--- src/rtl/sfd_pkg.sv ---
// Shared types, constants and the CRC-16 byte update for the sync frame deframer.
package sfd_pkg;

  localparam int unsigned TickCountBits = 16;
  localparam int unsigned TimeoutBits   = 16;

  localparam logic [7:0]  SyncByte   = 8'hAA;
  localparam logic [7:0]  SyncZero   = 8'h00;
  localparam logic [15:0] CrcInit    = 16'hFFFF;
  localparam logic [15:0] CrcPoly    = 16'hA001;
  localparam logic [15:0] TimeoutRst = 16'd1000;

  typedef enum logic {
    OP_BYTE = 1'b0,
    OP_TICK = 1'b1
  } opcode_e;

  typedef enum logic [1:0] {
    KIND_PAYLOAD  = 2'd0,
    KIND_CRC_GOOD = 2'd1,
    KIND_CRC_BAD  = 2'd2,
    KIND_ABORT    = 2'd3
  } kind_e;

  typedef struct packed {
    opcode_e    opcode;
    logic [7:0] rx_byte;
  } item_t;

  typedef struct packed {
    logic       valid;
    kind_e      kind;
    logic [7:0] data;
    logic [7:0] len;
  } res_t;

  // Reflected CRC-16 update over one byte, LSB first.
  function automatic logic [15:0] crc16_byte(logic [15:0] crc, logic [7:0] b);
    logic [15:0] c;
    c = crc ^ {8'h00, b};
    for (int i = 0; i < 8; i++) begin
      if (c[0]) begin
        c = (c >> 1) ^ CrcPoly;
      end else begin
        c = c >> 1;
      end
    end
    return c;
  endfunction

endpackage

--- src/rtl/sfd_core.sv ---
// Frame receive state machine: sync hunt, length, payload, CRC check and timeout.
module sfd_core import sfd_pkg::*; (
  input  logic                   clk_i,
  input  logic                   rst_ni,
  input  logic                   step_i,
  input  item_t                  item_i,
  input  logic [TimeoutBits-1:0] tick_limit_i,
  output res_t                   res_o
);

  typedef enum logic [2:0] {
    PH_IDLE   = 3'd0,
    PH_SYNC1  = 3'd1,
    PH_SYNC2  = 3'd2,
    PH_LEN    = 3'd3,
    PH_DATA   = 3'd4,
    PH_CRC_LO = 3'd5,
    PH_CRC_HI = 3'd6
  } phase_e;

  localparam logic [TickCountBits-1:0] TickMax = '1;

  phase_e                   phase_q, phase_d;
  logic [TickCountBits-1:0] tick_q, tick_d;
  logic [7:0]               len_q, len_d;
  logic [8:0]               pos_q, pos_d;
  logic [15:0]              crc_q, crc_d;
  logic [7:0]               crc_lo_q, crc_lo_d;

  logic [7:0]  c;
  logic [15:0] crc_got;
  logic [8:0]  pos_inc;

  assign c       = item_i.rx_byte;
  assign crc_got = {c, crc_lo_q};
  assign pos_inc = pos_q + 9'd1;

  always_comb begin
    phase_d    = phase_q;
    tick_d     = tick_q;
    len_d      = len_q;
    pos_d      = pos_q;
    crc_d      = crc_q;
    crc_lo_d   = crc_lo_q;
    res_o      = '0;
    res_o.kind = KIND_PAYLOAD;
    res_o.len  = len_q;
    if (step_i) begin
      if (item_i.opcode == OP_TICK) begin
        if (phase_q != PH_IDLE) begin
          if (tick_q != TickMax) begin
            tick_d = tick_q + 1'b1;
          end
          if (32'(tick_d) > 32'(tick_limit_i)) begin
            phase_d = PH_IDLE;
            if (pos_q != '0) begin
              res_o.valid = 1'b1;
              res_o.kind  = KIND_ABORT;
            end
          end
        end
      end else begin
        case (phase_q)
          PH_IDLE: begin
            if (c == SyncByte) begin
              phase_d = PH_SYNC1;
              tick_d  = '0;
              pos_d   = '0;
            end
          end
          PH_SYNC1: phase_d = (c == SyncByte) ? PH_SYNC2 : PH_IDLE;
          PH_SYNC2: phase_d = (c == SyncZero) ? PH_LEN : PH_IDLE;
          PH_LEN: begin
            len_d   = c;
            pos_d   = '0;
            crc_d   = crc16_byte(CrcInit, c);
            phase_d = (c == 8'd0) ? PH_CRC_LO : PH_DATA;
          end
          PH_DATA: begin
            crc_d = crc16_byte(crc_q, c);
            pos_d = pos_inc;
            if (pos_inc >= {1'b0, len_q}) begin
              phase_d = PH_CRC_LO;
            end
            res_o.valid = 1'b1;
            res_o.data  = c;
          end
          PH_CRC_LO: begin
            crc_lo_d = c;
            phase_d  = PH_CRC_HI;
          end
          PH_CRC_HI: begin
            phase_d     = PH_IDLE;
            res_o.valid = 1'b1;
            res_o.kind  = (crc_got == crc_q) ? KIND_CRC_GOOD : KIND_CRC_BAD;
          end
          default: phase_d = PH_IDLE;
        endcase
      end
    end
  end

  always_ff @(posedge clk_i or negedge rst_ni) begin
    if (!rst_ni) begin
      phase_q  <= PH_IDLE;
      tick_q   <= '0;
      len_q    <= '0;
      pos_q    <= '0;
      crc_q    <= CrcInit;
      crc_lo_q <= '0;
    end else begin
      phase_q  <= phase_d;
      tick_q   <= tick_d;
      len_q    <= len_d;
      pos_q    <= pos_d;
      crc_q    <= crc_d;
      crc_lo_q <= crc_lo_d;
    end
  end

endmodule

--- src/rtl/sync_frame_deframer_crc16.sv ---
// Top level of the sync frame deframer with Modbus CRC-16 check.
//
//  channel | signals                                         | transfer when
//  in      | in_valid_i, in_ready_o, opcode_i, rx_byte_i     | in_valid_i & in_ready_o
//  out     | out_valid_o, out_ready_i, result_kind_o,        | out_valid_o & out_ready_i
//          | data_byte_o, frame_length_o                     |
//  cfg     | cfg_we_i, cfg_wdata_i (tick limit)              | cfg_we_i
//
// One item per cycle sustained unless the output stalls; each item waits in the input
// register until processed; its result, if any, is captured in the output register.
// The combinational CRC byte update between input and result registers sets the rate.
// Reset is asynchronous, active low; no clearing pass is needed.
// A stalled output holds the input register; input ready drops once it is full.
module sync_frame_deframer_crc16 import sfd_pkg::*; (
  input  logic                   clk_i,
  input  logic                   rst_ni,
  input  logic                   in_valid_i,
  output logic                   in_ready_o,
  input  logic                   opcode_i,
  input  logic [7:0]             rx_byte_i,
  output logic                   out_valid_o,
  input  logic                   out_ready_i,
  output logic [1:0]             result_kind_o,
  output logic [7:0]             data_byte_o,
  output logic [7:0]             frame_length_o,
  input  logic                   cfg_we_i,
  input  logic [TimeoutBits-1:0] cfg_wdata_i
);

  logic [TimeoutBits-1:0] tick_limit_q;
  logic                   in_vld_q;
  item_t                  in_item_q;
  logic                   out_vld_q;
  res_t                   out_res_q;
  res_t                   res;
  logic                   advance;

  assign advance    = in_vld_q && (!out_vld_q || out_ready_i);
  assign in_ready_o = !in_vld_q || advance;

  sfd_core u_core (
    .clk_i        (clk_i),
    .rst_ni       (rst_ni),
    .step_i       (advance),
    .item_i       (in_item_q),
    .tick_limit_i (tick_limit_q),
    .res_o        (res)
  );

  always_ff @(posedge clk_i or negedge rst_ni) begin
    if (!rst_ni) begin
      tick_limit_q <= TimeoutRst;
    end else if (cfg_we_i) begin
      tick_limit_q <= cfg_wdata_i;
    end
  end

  always_ff @(posedge clk_i or negedge rst_ni) begin
    if (!rst_ni) begin
      in_vld_q <= 1'b0;
    end else if (in_ready_o) begin
      in_vld_q <= in_valid_i;
    end
  end

  always_ff @(posedge clk_i) begin
    if (in_ready_o && in_valid_i) begin
      in_item_q.opcode  <= opcode_e'(opcode_i);
      in_item_q.rx_byte <= rx_byte_i;
    end
  end

  always_ff @(posedge clk_i or negedge rst_ni) begin
    if (!rst_ni) begin
      out_vld_q <= 1'b0;
    end else if (advance) begin
      out_vld_q <= res.valid;
    end else if (out_ready_i) begin
      out_vld_q <= 1'b0;
    end
  end

  always_ff @(posedge clk_i) begin
    if (advance && res.valid) begin
      out_res_q <= res;
    end
  end

  assign out_valid_o    = out_vld_q;
  assign result_kind_o  = out_res_q.kind;
  assign data_byte_o    = out_res_q.data;
  assign frame_length_o = out_res_q.len;

  a_data_zero: assert property (@(posedge clk_i) disable iff (!rst_ni)
    (out_valid_o && result_kind_o != KIND_PAYLOAD) |-> data_byte_o == 8'd0)
    else $error("nonzero data byte on a frame end or abort result");

  a_ready_full: assert property (@(posedge clk_i) disable iff (!rst_ni)
    !in_ready_o |-> (in_vld_q && out_vld_q && !out_ready_i))
    else $error("input stalled without a blocked output");

  a_hold_item: assert property (@(posedge clk_i) disable iff (!rst_ni)
    (in_vld_q && out_vld_q && !out_ready_i) |=> (in_vld_q && $stable(in_item_q)))
    else $error("input register changed while output stalled");

endmodule

--- config.mk ---
export PLATFORM = sky130hd
export DESIGN_NAME = sync_frame_deframer_crc16
export DESIGN_NICKNAME = d
export VERILOG_FILES = /design/src/rtl/sfd_pkg.sv /design/src/rtl/sfd_core.sv /design/src/rtl/sync_frame_deframer_crc16.sv
export SDC_FILE = /design/constraint.sdc
export NUM_CORES = 1
export LEC_CHECK = 0
export ABC_AREA = 1
export BUFFER_PORTS_ARGS = -buffer_cell sky130_fd_sc_hd__buf_4
export CELL_PAD_IN_SITES_DETAIL_PLACEMENT = 0
export CELL_PAD_IN_SITES_GLOBAL_PLACEMENT = 2
export CORE_UTILIZATION = 40
export DETAILED_ROUTE_END_ITERATION = 16
export PLACE_DENSITY_LB_ADDON = 0.1
export SYNTH_ARGS = -nofsm -noshare
export SYNTH_HDL_FRONTEND = slang
export SYNTH_SLANG_ARGS = --single-unit
--- constraint.sdc ---
create_clock -name clk_i -period 7.45 [get_ports clk_i]
set_input_delay 0.745 -clock clk_i [delete_from_list [all_inputs] [get_ports clk_i]]
set_output_delay 0.745 -clock clk_i [all_outputs]
set_load 0.02 [all_outputs]
# Word-level counts from Yosys, hierarchy flattened
# Cells that the tools add are included.
classes:
  n_addsub: 2
  n_lt_le_gt_ge: 2
  eq_ne: 14
  mux: 90
  bitwise_logic: 21
  n_reduce_logical: 24
ops:
  columns: ["cell", "n"]
  rows:
  - ["$mux 16", 66]
  - ["$not 2->3", 16]
  - ["$pmux 16 s2", 1]
  - ["$mux 3", 9]
  - ["$pmux 9 s3", 1]
  - ["$pmux 3 s6", 1]
  - ["$add 16x1->16 const B", 1]
  - ["$eq 16x16->1", 1]
  - ["$gt 16x16->1", 1]
  - ["$mux 8", 2]
  - ["$ne 16x16->1 const B", 1]
  - ["$not 8->16", 1]
  - ["$xor 16x8->16", 1]
  - ["$mux 11", 1]
  - ["$add 9x1->9 const B", 1]
  - ["$eq 3x3->1 const B", 3]
  - ["$ge 9x8->1", 1]
  - ["$mux 9", 1]
  - ["$reduce_and 3->1", 3]
  - ["$reduce_bool 9->1", 1]
  - ["$eq 8x8->1 const B", 1]
  - ["$logic_not 8->1", 1]
  - ["$mux 2", 4]
  - ["$reduce_and 4->1", 2]
  - ["15 further kinds", 32]
totals:
  regBits: 105
  inputBits: 30
  out_inout_bits: 20
  word_cells: 167

# Depth between registers and ports, before layout
logic_depth:
  depth_word: 39
  depth_mapped: 22
  depth_no_buf: 22

# By module
# From an unflattened synthesis, not the netlist that was laid out.
unflattened:
  hier_cells: 704
  area_unflattened_um2: 6049.6
modules_own_cells:
  columns: ["module", "n_inst", "cells_each", "area_per_inst_um2", "seq_area_each_um2"]
  rows:
  - ["sfd_core", 1, 595, 4480.5, 1521.5]
  - ["sync_frame_deframer_crc16", 1, 109, 1569.0, 1268.7]

# Worst setup path after synthesis
# No wires, ideal clock.
synth_timing:
  kind: "reg-to-reg"
  startpoint: "register u_core.tick_q[3]"
  endpoint: "register out_res_q, in the netlist data_byte_o[0] (enable)"
  setup_time_ps: 373
  arrival_time_ps: 2757
  required_time_ps: 7077
  slack_ps: 4321
  path_stages_with_launch: 18
  path_buffers: 0
  period_less_slack_ps: 3129
  cell_sequence: "dfrtp_1 -> inv_1 -> nor3_1 -> nand3_1 -> or4_1 -> o21bai_2 -> inv_1 -> ha_1 -> nand2_1 -> inv_1 -> nand3_1 -> nor3_1 -> o31ai_1 -> nand2_1 -> nand4_1 -> nand2_1 -> nand2_1 -> inv_1"
synth_between:
  elab_chain_cells: 11
  elab_cells_between_ends: 12
  cone_classes: "add/sub: 1; order compare: 1; eq/ne: 1; mux: 8; reduce/logical: 1"
synth_lines:
  columns: ["item", "line", "source"]
  rows:
  - ["from (decl)", "sfd_core.sv:24", "logic [TickCountBits-1:0] tick_q, tick_d;"]
  - ["from (signal assigned)", "sfd_core.sv:113", "tick_q <= tick_d;"]
  - ["$add 16x1->16 / $ne 16x16->1 (equally long branches)", "sfd_core.sv:52, sfd_core.sv:51", null]
  - ["$mux 16 *", "sfd_core.sv:51", "if (tick_q != TickMax) begin"]
  - ["$mux 16 *", "sfd_core.sv:50", "if (phase_q != PH_IDLE) begin"]
  - ["$mux 16 *", "sfd_core.sv:49", "if (item_i.opcode == OP_TICK) begin"]
  - ["$mux 16 *", "sfd_core.sv:48", "if (step_i) begin"]
  - ["$gt 16x16->1 *", "sfd_core.sv:54", "if (32'(tick_d) > 32'(tick_limit_i)) begin"]
  - ["$mux 3 *", "sfd_core.sv:54", null]
  - ["$mux 3 *", "sfd_core.sv:50", null]
  - ["$mux 3 *", "sfd_core.sv:49", null]
  - ["$mux 11 *", "sfd_core.sv:48", null]
  - ["$logic_and 1x1->1 *", "sync_frame_deframer_crc16.sv:84", "if (advance && res.valid) begin"]
  - ["to (signal assigned)", "sync_frame_deframer_crc16.sv:85", "out_res_q <= res;"]
  - ["to (decl)", "sync_frame_deframer_crc16.sv:34", "res_t out_res_q;"]
# Every way passes the cells marked *; elsewhere a longest branch is shown, timed or not. The select of a mux whose other input is x is not followed.
# A chain may end at the register's enable or synchronous reset.

# Worst setup path in the final report
layout_timing:
  startpoint: "register u_core.tick_q[0]"
  endpoint: "register out_res_q, in the netlist data_byte_o[0] (enable)"
# Same word-level chain as after synthesis.

==> summary.md <==
| Metric | Value |
|---|---|
| Outcome | completed |
| Synth cell count leaders | 143 x nand2_1, 103 x inv_1, 68 x o21ai_0 |
| Hold slack | 0.451 ns |
| CP required | 7.44 ns |
| Fraction of layout cells with a size suffix above 1 | 15.9% |
| R2r setup slk | 3.75 ns |
| Clk sinks | 105 |
| Logic pwr share | 30.0% |
| Maximum clock frequency | 271 MHz |
| Min-Delay Path Class | reg -> reg |
| Wirelength per Cell | 16.1 um |
| CTS Hold Buffers Added | 0 |
| DRT Pass-1 Iters | 4 |
| Async S/R FF share, synth | 74.3% |
| DR iter-0 viols | 222 |
| Tcrit/Tclk final | 49.6% |
| Post-cts resize count | 0 |
| Post-synth top area cell | dfrtp_1 |
| Final WL | 15.0 mm |
| P_int | 1.08 mW |
| Fin. Hold Viols | 0 |
| Worst Path Arrival | 3.68 ns |
| Overflow after GRT | 0 |
| First-pass GRT wire length | 24.6 mm |
| Clock power frac | 27.2% |
| Crit Path Max Fanout | 18 |
| Sequential fraction of the synthesis area | 46.5% |
| CTS clk-pin slew, worst paths | 0.08 ns |
| Max-slew violations | 0 |
| Dominant synthesized flop cell | dfrtp_1 |
| Top post-synthesis cells by area | dfrtp_1 23%, edfxtp_1 14%, dfstp_2 9.6% |
| Min setup slack post-route | 3.75 ns |
| DP HPWL | 11.4 mm |
| Site row count | 44 |
| Pwr dens | 251 mW/mm2 |
| Mean Syn Cell Area | 8.55 um2 |
| Max Cap Viol | 0 |
| GP Congestion | 0.825 |
| P_leak | 3.22 nW |
| Unrepaired setup endpoints after global routing | no |
| DRC | 0 |
| Total number of vias | 4651 |
| Least-Margin Pin Slew | 1.15 ns |
| Power, Total | 1.70 mW |
| Initial antenna violation count | 0 |
| Port Buf Inserts | 49 |
| Final Cell Area | 0.00678 mm2 |
| Netlist cell types | 43 |
| Mapped Area | 0.00600 mm2 |
| Num ports | 50 |
| Crit. End Element | register |
| Worst setup SP type | register |
| Final antenna diode count | 0 |
| Flop pwr share | 42.8% |
| Post-synthesis register bit count | 105 |
| Core area | 0.0146 mm2 |
| Final ANT Viol Nets | 0 |
| Area share of the largest cell type after synthesis | 23.4% |
| Cells after Synth | 702 |
| Area growth, synth to finish | 13.0% |
| Pin count of the biggest net entering global routing | 79 |
| GRT Total Usage | 20.4% |
| Die Width | 124 um |
| Slew margin rel. | 23.2% |
| Root Driver | clkbuf_16 |
| Longest Clk Path Bufs | 2 |
| Most common cell in the netlist | nand2_1 |
| Placed inst area | 0.00649 mm2 |
| H-Tree Depth | 3 |
| Switching power | 623 uW |
| Clock Latency Late Sink | 0.36 ns |
| Finish-stage setup viols | 0 |
| Tmin final | 3.70 ns |
| Synthesized Nets | 767 |
| Final nets | 809 |
| Die Ht | 124 um |
| Via density per instance | 4.98 |
| Setup TNS | 0 ns |
| Sw frac | 36.7% |
| Starting Density | 41.1% |
| Die area | 0.0155 mm2 |
| Ys Warns | 0 |
| Setup Skew | 0.00654 ns |
| Vias in the first global route | 4622 |
| VDD IR max | 0.123 mV |
| Setup CP Type | reg -> reg |
| Post-synth EDFFs | 27 |
| Pre-CTS setup slack | 3.75 ns |
| CTS tree | yes |
| Postcts setup bufs | 0 |
| CTS Buf Count | 9 |
## per-stage QoR
step	cells	utilization (%)
after global placement	917	44.5
after floorplan	702	-
after detailed placement	917	44.5
after global routing	933	46.5
final	933	46.5
after CTS	933	46.5
## critical path: stages (launching register included)
cell	delay [ns]
dfrtp_1	0.41
ha_1	0.26
nand3_2	0.14
clkinv_1	0.08
nand3_2	0.10
nor2_4	0.06
inv_2	0.08
nand2_2	0.07
nor2_4	0.11
nand2_1	0.08
o21ai_0	0.16
inv_1	0.10
ha_1	0.31
nand2_1	0.07
o21bai_1	0.15
a21oi_1	0.14
o31ai_1	0.08
nand2_1	0.10
nand4_1	0.14
nand2_1	0.10
nand2_1	0.06
inv_1	0.53
## registers in the layout, summed over array words and instances (netlist names)
signal / flops
result_kind_o: 2
tick_limit_q: 16
in_item_q: 9
u_core.pos_q: 9
u_core.phase_q: 3
u_core.len_q: 8
data_byte_o: 8
frame_length_o: 8
in_vld_q: 1
out_valid_o: 1
u_core.crc_q: 16
u_core.crc_lo_q: 8
u_core.tick_q: 16
## final cells by class
| cell class | count | area, um2 |
|---|---|---|
| tap | 184 | 230 |
| timing repair buffer | 50 | 375 |
| multi-input combinational | 465 | 2680 |
| inverter | 113 | 424 |
| fill | 1421 | 7810 |
| clock buffer | 10 | 229 |
| sequential | 105 | 2790 |
| clock inverter | 6 | 53.8 |
## metal layers
metal  up-vias  routed length, um  global-route usage, %
li1       2386                  -                      -
met1      2189               7640                   28.9
met2        65               6830                   32.5
met3        11                373                   3.99
met4         0                153                   3.83
met5         -                  0                      0
## power groups by stage
stage,Clock [mW],Combinational (mW),Sequential [mW]
final,0.463,0.509,0.727
after global placement,0,0.506,0.738
after global routing,0.498,0.583,0.736
after detailed placement,0,0.510,0.736
after CTS,0.478,0.512,0.726
after floorplan,0,0.367,0.724
## cells by family after synthesis
group / share of synthesized area (%)
DFF: 46.5
muxes: 0.188
AOI/OAI and AO/OA: 12.2
and+or+nand+nor: 19.4
buffers and inverters: 8.91
adders and majority gates: 7.30
xor gates and xnor gates: 5.51
## layout by cell type, fill, tap and decap left out, types with 11 or more instances in the layout
| cell type | Yosys | final |
|---|---|---|
| dfstp_2 | 22 | 22 |
| o21ai_0 | 68 | 68 |
| o22ai_1 | 11 | 11 |
| nand4_1 | 13 | 13 |
| nand2_1 | 143 | 143 |
| dfrtp_1 | 56 | 56 |
| nor3_1 | 12 | 12 |
| nand3_1 | 25 | 25 |
| ha_1 | 35 | 35 |
| nor2_1 | 45 | 45 |
| edfxtp_1 | 27 | 27 |
| inv_1 | 103 | 103 |
| xnor2_1 | 14 | 14 |
| buf_4 | 5 | 50 |
| a21oi_1 | 30 | 30 |
| xor2_1 | 20 | 20 |
## worst paths after layout
| path | cells after the start | startpoint | end |
|---|---|---|---|
| min reg2reg | 0 | u_core.len_q[7]$_DFFE_PN0P_ | frame_length_o[7]$_DFFE_PP_ |
| max reg2reg | 21 | u_core.tick_q[0]$_DFFE_PN0P_ | data_byte_o[0]$_SDFFCE_PP0P_ |
| min in group asynchronous | 1 | rst_ni | u_core.tick_q[13]$_DFFE_PN0P_ |
| max | 21 | u_core.tick_q[0]$_DFFE_PN0P_ | data_byte_o[0]$_SDFFCE_PP0P_ |
| max in group asynchronous | 1 | rst_ni | u_core.crc_lo_q[4]$_DFFE_PN0P_ |
| min | 0 | u_core.len_q[7]$_DFFE_PN0P_ | frame_length_o[7]$_DFFE_PP_ |
No activity file was read; power rests on OpenSTA's default activity.
